[src/hdl/cal_pkg.sv]
// ----------------------------------------------------------------------------
// cal_pkg
// Shared types and codes for the compacting array list unit.
// ----------------------------------------------------------------------------
package cal_pkg;

	localparam int unsigned DEPTH = 8;
	localparam int unsigned IDX_W = $clog2(DEPTH);
	localparam int unsigned CNT_W = 4;
	localparam int unsigned RND_W = $clog2(DEPTH);

	localparam logic [2:0] FN_APPEND    = 3'd0;
	localparam logic [2:0] FN_DEL_POS   = 3'd1;
	localparam logic [2:0] FN_DEL_FIRST = 3'd2;
	localparam logic [2:0] FN_DEL_ALL   = 3'd3;
	localparam logic [2:0] FN_SEARCH    = 3'd4;
	localparam logic [2:0] FN_READ      = 3'd5;

	localparam logic [2:0] ST_OK       = 3'd0;
	localparam logic [2:0] ST_FULL     = 3'd1;
	localparam logic [2:0] ST_EMPTY    = 3'd2;
	localparam logic [2:0] ST_NOTFOUND = 3'd3;
	localparam logic [2:0] ST_BADPOS   = 3'd4;

	typedef struct packed {
		logic [2:0] func;
		logic [7:0] value;
		logic [3:0] position;
	} req_t;

	typedef struct packed {
		logic [2:0] status;
		logic       found;
		logic [7:0] value_out;
		logic [3:0] count_out;
		logic [3:0] removed;
	} rsp_t;

	typedef enum logic [1:0] {
		CMD_IDLE,
		CMD_WRITE,
		CMD_MARK,
		CMD_STEP
	} cell_op_t;

	typedef enum logic [1:0] {
		DEL_NONE,
		DEL_POS,
		DEL_FIRST,
		DEL_ALL
	} del_kind_t;

	typedef struct packed {
		cell_op_t   op;
		del_kind_t  kind;
		logic [7:0] value;
		logic       phase;
	} cell_cmd_t;

	typedef enum logic {
		FSM_IDLE,
		FSM_COMPACT
	} fsm_state_t;

endpackage

[src/hdl/compacting_array_list_unit.sv]
// ----------------------------------------------------------------------------
// compacting_array_list_unit
// Bounded ordered byte list held in a row of cells, with in-place compaction.
// ----------------------------------------------------------------------------
// Append, search, read and rejected operations return their registered result
// in the cycle after the accepted beat. A successful delete also does, but the
// row of cells then runs DEPTH odd-even exchange passes to close the gaps, and
// no new beat is accepted until those passes are done.
// A new beat is taken while the previous result waits if that result is taken
// in the same cycle.
module compacting_array_list_unit (
	input  logic          clk,
	input  logic          arst_n,
	input  logic          req_valid,
	output logic          req_ready,
	input  cal_pkg::req_t req,
	output logic          rsp_valid,
	input  logic          rsp_ready,
	output cal_pkg::rsp_t rsp
);
	import cal_pkg::*;

	fsm_state_t          state_q, state_d;
	logic [RND_W-1:0]    round_q;
	logic [CNT_W-1:0]    count_q;
	logic                rsp_valid_q;
	rsp_t                rsp_q, rsp_d;
	cell_cmd_t           cmd;
	logic                fire;

	logic [DEPTH-1:0]    filled, pos_hit, write_hit, hole_vec, match_vec, mark_vec;
	logic [DEPTH:0]      prior;
	logic [7:0]          data_vec [DEPTH];
	logic [CNT_W-1:0]    pos_m1, mark_cnt;
	logic                pos_ok, found, is_full, is_empty;
	logic [7:0]          read_data;
	cell_op_t            op_d;

	assign fire      = req_valid && req_ready;
	assign pos_m1    = req.position - CNT_W'(1);
	assign pos_ok    = (req.position != '0) && (req.position <= count_q);
	assign is_full   = count_q >= CNT_W'(DEPTH);
	assign is_empty  = count_q == '0;
	assign found     = |match_vec;
	assign read_data = data_vec[pos_m1[IDX_W-1:0]];
	assign mark_cnt  = CNT_W'($countones(mark_vec));
	assign prior[0]  = 1'b0;

	for (genvar i = 0; i < DEPTH; i++) begin : g_cell
		localparam logic [CNT_W-1:0] SLOT = CNT_W'(i);
		logic [7:0] left_data, right_data;
		logic       left_hole, right_hole;

		assign filled[i]    = SLOT < count_q;
		assign pos_hit[i]   = pos_ok && (pos_m1 == SLOT);
		assign write_hit[i] = count_q == SLOT;

		if (i == 0) begin : g_first
			assign left_data = data_vec[i];
			assign left_hole = 1'b0;
		end else begin : g_mid_l
			assign left_data = data_vec[i-1];
			assign left_hole = hole_vec[i-1];
		end

		if (i == DEPTH - 1) begin : g_last
			assign right_data = data_vec[i];
			assign right_hole = 1'b1;
		end else begin : g_mid_r
			assign right_data = data_vec[i+1];
			assign right_hole = hole_vec[i+1];
		end

		cal_cell u_cell (
			.clk        (clk),
			.arst_n     (arst_n),
			.cmd        (cmd),
			.filled     (filled[i]),
			.pos_hit    (pos_hit[i]),
			.write_hit  (write_hit[i]),
			.odd        (SLOT[0]),
			.left_data  (left_data),
			.left_hole  (left_hole),
			.right_data (right_data),
			.right_hole (right_hole),
			.prior_in   (prior[i]),
			.data       (data_vec[i]),
			.hole       (hole_vec[i]),
			.match      (match_vec[i]),
			.mark       (mark_vec[i]),
			.prior_out  (prior[i+1])
		);
	end

	always_comb begin
		rsp_d.status    = ST_OK;
		rsp_d.found     = found;
		rsp_d.value_out = '0;
		rsp_d.count_out = count_q;
		rsp_d.removed   = '0;
		op_d            = CMD_IDLE;
		case (req.func) inside
			FN_APPEND: begin
				if (is_full) begin
					rsp_d.status = ST_FULL;
				end else begin
					op_d            = CMD_WRITE;
					rsp_d.count_out = count_q + CNT_W'(1);
				end
			end
			FN_DEL_POS: begin
				if (is_empty) begin
					rsp_d.status = ST_EMPTY;
				end else if (!pos_ok) begin
					rsp_d.status = ST_BADPOS;
				end else begin
					op_d            = CMD_MARK;
					rsp_d.value_out = read_data;
				end
			end
			FN_DEL_FIRST, FN_DEL_ALL: begin
				if (is_empty) begin
					rsp_d.status = ST_EMPTY;
				end else if (!found) begin
					rsp_d.status = ST_NOTFOUND;
				end else begin
					op_d            = CMD_MARK;
					rsp_d.value_out = req.value;
				end
			end
			FN_SEARCH: begin
				rsp_d.status = found ? ST_OK : ST_NOTFOUND;
			end
			FN_READ: begin
				if (!pos_ok) begin
					rsp_d.status = ST_BADPOS;
				end else begin
					rsp_d.value_out = read_data;
				end
			end
			default: begin
			end
		endcase
		if (op_d == CMD_MARK) begin
			rsp_d.removed   = mark_cnt;
			rsp_d.count_out = count_q - mark_cnt;
		end
	end

	always_ff @(posedge clk or negedge arst_n) begin
		if (!arst_n) begin
			state_q <= FSM_IDLE;
		end else begin
			state_q <= state_d;
		end
	end

	always_comb begin
		state_d     = state_q;
		req_ready   = 1'b0;
		cmd.value   = req.value;
		cmd.phase   = round_q[0];
		cmd.op      = CMD_IDLE;
		unique case (req.func)
			FN_DEL_POS:   cmd.kind = DEL_POS;
			FN_DEL_FIRST: cmd.kind = DEL_FIRST;
			FN_DEL_ALL:   cmd.kind = DEL_ALL;
			default:      cmd.kind = DEL_NONE;
		endcase
		unique case (state_q)
			FSM_IDLE: begin
				req_ready = !rsp_valid_q || rsp_ready;
				if (req_valid && req_ready) begin
					cmd.op = op_d;
					if (op_d == CMD_MARK) begin
						state_d = FSM_COMPACT;
					end
				end
			end
			FSM_COMPACT: begin
				cmd.op = CMD_STEP;
				if (round_q == RND_W'(DEPTH - 1)) begin
					state_d = FSM_IDLE;
				end
			end
			default: begin
				state_d = FSM_IDLE;
			end
		endcase
	end

	always_ff @(posedge clk or negedge arst_n) begin
		if (!arst_n) begin
			round_q     <= '0;
			count_q     <= '0;
			rsp_valid_q <= 1'b0;
		end else begin
			if (state_q == FSM_COMPACT) begin
				round_q <= round_q + RND_W'(1);
			end else begin
				round_q <= '0;
			end
			if (fire) begin
				count_q     <= rsp_d.count_out;
				rsp_valid_q <= 1'b1;
			end else if (rsp_ready) begin
				rsp_valid_q <= 1'b0;
			end
		end
	end

	always_ff @(posedge clk) begin
		if (fire) begin
			rsp_q <= rsp_d;
		end
	end

	assign rsp_valid = rsp_valid_q;
	assign rsp       = rsp_q;

`ifndef ASSERT_OFF
	a_count_bound: assert property (@(posedge clk) disable iff (!arst_n)
		count_q <= CNT_W'(DEPTH))
		else $error("fill count exceeds list depth");

	a_result_follows: assert property (@(posedge clk) disable iff (!arst_n)
		req_valid && req_ready |=> rsp_valid)
		else $error("accepted beat produced no result");

	a_no_accept_compact: assert property (@(posedge clk) disable iff (!arst_n)
		state_q == FSM_COMPACT |-> !req_ready)
		else $error("beat accepted during compaction");

	a_count_matches_rsp: assert property (@(posedge clk) disable iff (!arst_n)
		rsp_valid_q && $past(req_valid && req_ready) |-> rsp_q.count_out == count_q)
		else $error("reported count differs from stored count");
`endif

endmodule

[src/hdl/cal_cell.sv]
// ----------------------------------------------------------------------------
// cal_cell
// One list slot: holds an entry and a hole flag, marks itself for removal
// and exchanges with a neighbor during compaction passes.
// ----------------------------------------------------------------------------
module cal_cell (
	input  logic                clk,
	input  logic                arst_n,
	input  cal_pkg::cell_cmd_t  cmd,
	input  logic                filled,
	input  logic                pos_hit,
	input  logic                write_hit,
	input  logic                odd,
	input  logic [7:0]          left_data,
	input  logic                left_hole,
	input  logic [7:0]          right_data,
	input  logic                right_hole,
	input  logic                prior_in,
	output logic [7:0]          data,
	output logic                hole,
	output logic                match,
	output logic                mark,
	output logic                prior_out
);
	import cal_pkg::*;

	logic [7:0] data_q;
	logic       hole_q;
	logic       is_left;

	assign match     = filled && (data_q == cmd.value);
	assign prior_out = prior_in || match;
	assign is_left   = (odd == cmd.phase);
	assign data      = data_q;
	assign hole      = hole_q;

	always_comb begin
		unique case (cmd.kind)
			DEL_POS:   mark = filled && pos_hit;
			DEL_FIRST: mark = match && !prior_in;
			DEL_ALL:   mark = match;
			default:   mark = 1'b0;
		endcase
	end

	always_ff @(posedge clk or negedge arst_n) begin
		if (!arst_n) begin
			hole_q <= 1'b1;
		end else begin
			case (cmd.op)
				CMD_MARK: begin
					hole_q <= !filled || mark;
				end
				CMD_STEP: begin
					if (is_left && hole_q && !right_hole) begin
						hole_q <= 1'b0;
					end else if (!is_left && left_hole && !hole_q) begin
						hole_q <= 1'b1;
					end
				end
				default: begin
				end
			endcase
		end
	end

	always_ff @(posedge clk) begin
		case (cmd.op)
			CMD_WRITE: begin
				if (write_hit) begin
					data_q <= cmd.value;
				end
			end
			CMD_STEP: begin
				if (is_left && hole_q && !right_hole) begin
					data_q <= right_data;
				end else if (!is_left && left_hole && !hole_q) begin
					data_q <= left_data;
				end
			end
			default: begin
			end
		endcase
	end

endmodule

[config.mk]
export PLATFORM = sky130hd
export DESIGN_NAME = compacting_array_list_unit
export DESIGN_NICKNAME = d
export VERILOG_FILES = /design/src/hdl/cal_pkg.sv /design/src/hdl/compacting_array_list_unit.sv /design/src/hdl/cal_cell.sv
export SDC_FILE = /design/constraint.sdc
export NUM_CORES = 1
export LEC_CHECK = 0
export BUFFER_PORTS_ARGS = -buffer_cell sky130_fd_sc_hd__buf_2
export CAP_MARGIN = 5
export CORE_MARGIN = 1
export CORE_UTILIZATION = 56
export DETAILED_ROUTE_END_ITERATION = 10
export PLACE_DENSITY = 0.84
export SYNTH_ARGS = -nofsm -noshare
export SYNTH_HDL_FRONTEND = slang
export SYNTH_SLANG_ARGS = --single-unit
[constraint.sdc]
create_clock -name clk -period 5.76 [get_ports clk]
set_input_delay 0.576 -clock clk [delete_from_list [all_inputs] [get_ports clk]]
set_output_delay 0.576 -clock clk [all_outputs]
set_load 0.02 [all_outputs]
==> impl_metrics.csv <==
group,metric,value,unit
outcome,outcome,"complete, no violations",
critical_path,crit_type,"flip-flop to flip-flop",
timing,clock-skew-final,0.0115,ns
global_route,met2_usage,49.1,%
timing,finalCritPeriodShare,96.5,%
finish,post-route-util,65.2,%
global_route,grtUsageMet1,45.5,%
run,maxCapViolCount,0,
global_route,grtUsageMet3,6.75,%
synth,ys_types,77,
critical_path,crit_path_max_incr_delay,0.56,ns
drt,wl_per_cell,21.6,microns
clock_network,cts_max_path_buffers,2,
timing,hold_violations,0,
finish,design_area,7960,sq um
finish,nFillCells,945,
timing,min_period,5.56,ns
critical_path,crit_chain,"xnor2_1 -> nand3_1 -> or4_4 -> and2_1 -> a21oi_1 -> o22ai_4 -> fa_1 -> inv_1 -> fa_1 -> fa_1 -> inv_1 -> ha_2 -> fa_1 -> inv_1 -> ha_1 -> a21o_1 -> a21oi_2 -> xnor2_2 -> or2b_1 -> a21oi_2 -> a311oi_2",
drt,postRouteAntennaNets,0,
timing,layout_setup_ws,0.204,ns
timing,timing.fmax,180,MHz
global_route,grt_use_total,32.7,%
critical_path,r2r_setup_slack,0.20,ns
finish,final_layout_size_suffix_gt1_share,19.8,%
clock_network,cts_max_level,3,
placed_design,io_buffers,40,
power,ir_worst_vdd,0.000228,V
floorplan,fp.dieH,115,microns
synth,seq_area_frac_synth,41.6,%
drt,via_count,6251,
finish,area_growth,11.9,%
critical_path,worst-endpoint-required,5.99,ns
synth,synthCells,727,
critical_path,r2r_cells,21,
critical_path,cp_max_fo,4,
power,p_per_area,453,nW/um^2
global_route,grt_max_degree,111,
drt,drt_wl_total,20500,microns
floorplan,dieArea,13200,sq um
placed_design,place_ws,-0.104,ns
global_route,grt-ovfl-total,0,
finish,layout.nets,820,
global_route,antenna_found_initial,0,
critical_path,start_kind,"flip-flop",
placed_design,post-dp-hpwl,15000,microns
drt,first_pass_iters,6,
timing,setup_tns,0,ns
synth,synth-seq-cells,101,
floorplan,rows,40,
synth,syn_area,7120,sq um
critical_path,critPathMostFrequentCell,"fa_1",
drt,route.detailed.drc,0,
clock_network,cts_setup_buffers,0,
critical_path,reg2reg_from,"g_cell[1].u_cell.data[5]",
critical_path,cpMaxStageDelayCell,"fa_1",
power,p_leak,3.11,nW
timing,finalMaxSlewViolations,0,
synth,async_flop_share,16.8,%
synth,synth_edf_count,84,
critical_path,crit_arrival,5.78,ns
clock_network,cts_tree,"yes",
floorplan,die_x,115,microns
drt,vias_per_cell,6.60,
synth,yosysWarnings,0,
finish,antenna_cells,0,
clock_network,clk_pin_slew,0.08,ns
finish,final_cell_mix,"nand2_1, edfxtp_1, a31oi_1",
clock_network,clock-sinks,101,
synth,synth_fp_nets,773,
timing,max_slew_margin,12.2,%
placed_design,placed_cell_area,7590,sq um
floorplan,start_util,58.3,%
floorplan,design.core.area,12200,sq um
placed_design,gp_congestion,0.954,
critical_path,r2r_end,"count_q[3]",
global_route,grt_pass1_wl,32100,microns
finish,multi_input_area,3930,sq um
timing,final-setup-viol-count,0,
clock_network,cts_made_buffers,9,
clock_network,postCtsHoldBufs,0,
clock_network,clock_latency,0.36,ns
timing,whs,0.141,ns
drt,initialDrtViolationCount,851,
timing,worstMarginPinSlew,1.31,ns
finish,seqCellArea,2960,sq um
timing,rsz0062_at_grt,"false",
min_path,holdCritPathClass,"input pin to async pin",
finish,final_common_cell,"nand2_1",
global_route,grt_pass1_vias,5887,
critical_path,end_kind,"flip-flop",
clock_network,cts_root_buffer,"clkbuf_16",
synth,avgSynthCellArea,9.79,sq um
global_route,grt_busiest_layer,"met2",
synth,ys.flop_type,"edfxtp_1",
floorplan,io_pins,41,
metrics by stage:
step	cells	power (mW)
2_1_floorplan	727	2.39
5_1_grt	947	3.76
4_1_cts	947	3.54
6_report	947	3.61
3_3_place_gp	931	2.80
3_5_place_dp	931	2.87
worst max-delay path by stage:
stage / slack, ns / start / to / cells after the start
6_report: 0.20 / g_cell[1].u_cell.data[5] / count_q[3] / 21
4_1_cts: 0.08 / count_q[2] / count_q[3] / 22
3_5_place_dp: -0.10 / req[1] / count_q[3] / 23
5_1_grt: 0.02 / count_q[1] / count_q[3] / 23
2_1_floorplan: 0.01 / req[0] / count_q[3] / 24
3_3_place_gp: 0.07 / req[1] / count_q[3] / 23
critical path: cells and delay by family, from the launching register on:
family / cells / cell delay (ns)
and+or+nand+nor: 4 / 1.06
buffers and inverters: 3 / 0.18
DFF: 1 / 0.47
AOI/OAI and AO/OA: 6 / 0.92
xor gates and xnor gates: 2 / 0.31
adders and majority gates: 6 / 2.50
sequential cells by signal, indices dropped and copies added (netlist names):
signal              cells
state_q                 1
rsp_valid               1
g_cell.u_cell.data     64
count_q                 4
g_cell.u_cell.hole      8
round_q                 3
rsp                    20
synth_stat cells, types with 3 or more instances:
library cell	number	area (sq um)
a21oi_1	23	115
a22oi_1	3	22.5
a31oi_1	54	338
and2_1	5	31.3
and3_1	3	18.8
buf_1	8	30.0
buf_6	9	101
clkbuf_1	18	67.6
dfrtp_1	9	225
dfstp_2	8	210
edfxtp_1	84	2520
fa_1	5	100
ha_1	22	275
inv_1	20	75.1
mux2i_1	8	80.1
mux4_2	16	360
nand2_1	165	619
nand2b_1	13	81.3
nand3_1	5	25.0
nand4_1	13	81.3
nor2_1	44	165
nor2b_1	5	31.3
nor3_1	14	70.1
nor3b_1	3	22.5
nor4_1	7	43.8
o211a_1	3	30.0
o21ai_0	20	100
o22ai_1	5	31.3
or2_2	3	18.8
or3_1	3	18.8
xnor2_1	30	263
xor2_1	38	333
final cells by class:
| cell class | count | share of cell area, % |
|---|---|---|
| Clock buffer | 10 | 2.88 |
| Clock inverter | 6 | 1.18 |
| Inverter | 20 | 0.943 |
| Multi-Input combinational cell | 566 | 49.3 |
| Sequential cell | 101 | 37.2 |
| Tap cell | 168 | 2.64 |
| Timing Repair Buffer | 76 | 5.91 |
power by group:
group | internal (mW) | switching, mW | leakage [nW] | total, mW
Sequential | 1.19 | 0.285 | 0.982 | 1.47
Clock | 0.386 | 0.288 | 0.159 | 0.674
Combinational | 0.530 | 0.929 | 1.96 | 1.46
Total | 2.11 | 1.50 | 3.11 | 3.61
what timing repair did:
item / 4_1_cts / 5_1_grt
resized for setup: 1 / 9
endpoints found under the setup margin: 1 / 2
pin swaps: 0 / 10
metal layers:
metal | wire length [microns] | share of wire, %
met1 | 7990 | 39
met5 | 0 | 0
met3 | 2700 | 13
met4 | 806 | 3.9
met2 | 8960 | 44
cells by family after synthesis:
kind of cell | Yosys count | share of synthesized area (%)
adder cells (fa/ha/maj) | 27 | 5.27
buffers and inverters | 60 | 4.62
multiplexers | 24 | 6.19
AND/OR/NAND/NOR | 302 | 19.8
XOR/XNOR | 68 | 8.37
AO/OA/AOI/OAI | 145 | 14.2
flip-flops | 101 | 41.6
No activity file was read; power rests on OpenSTA's default activity.
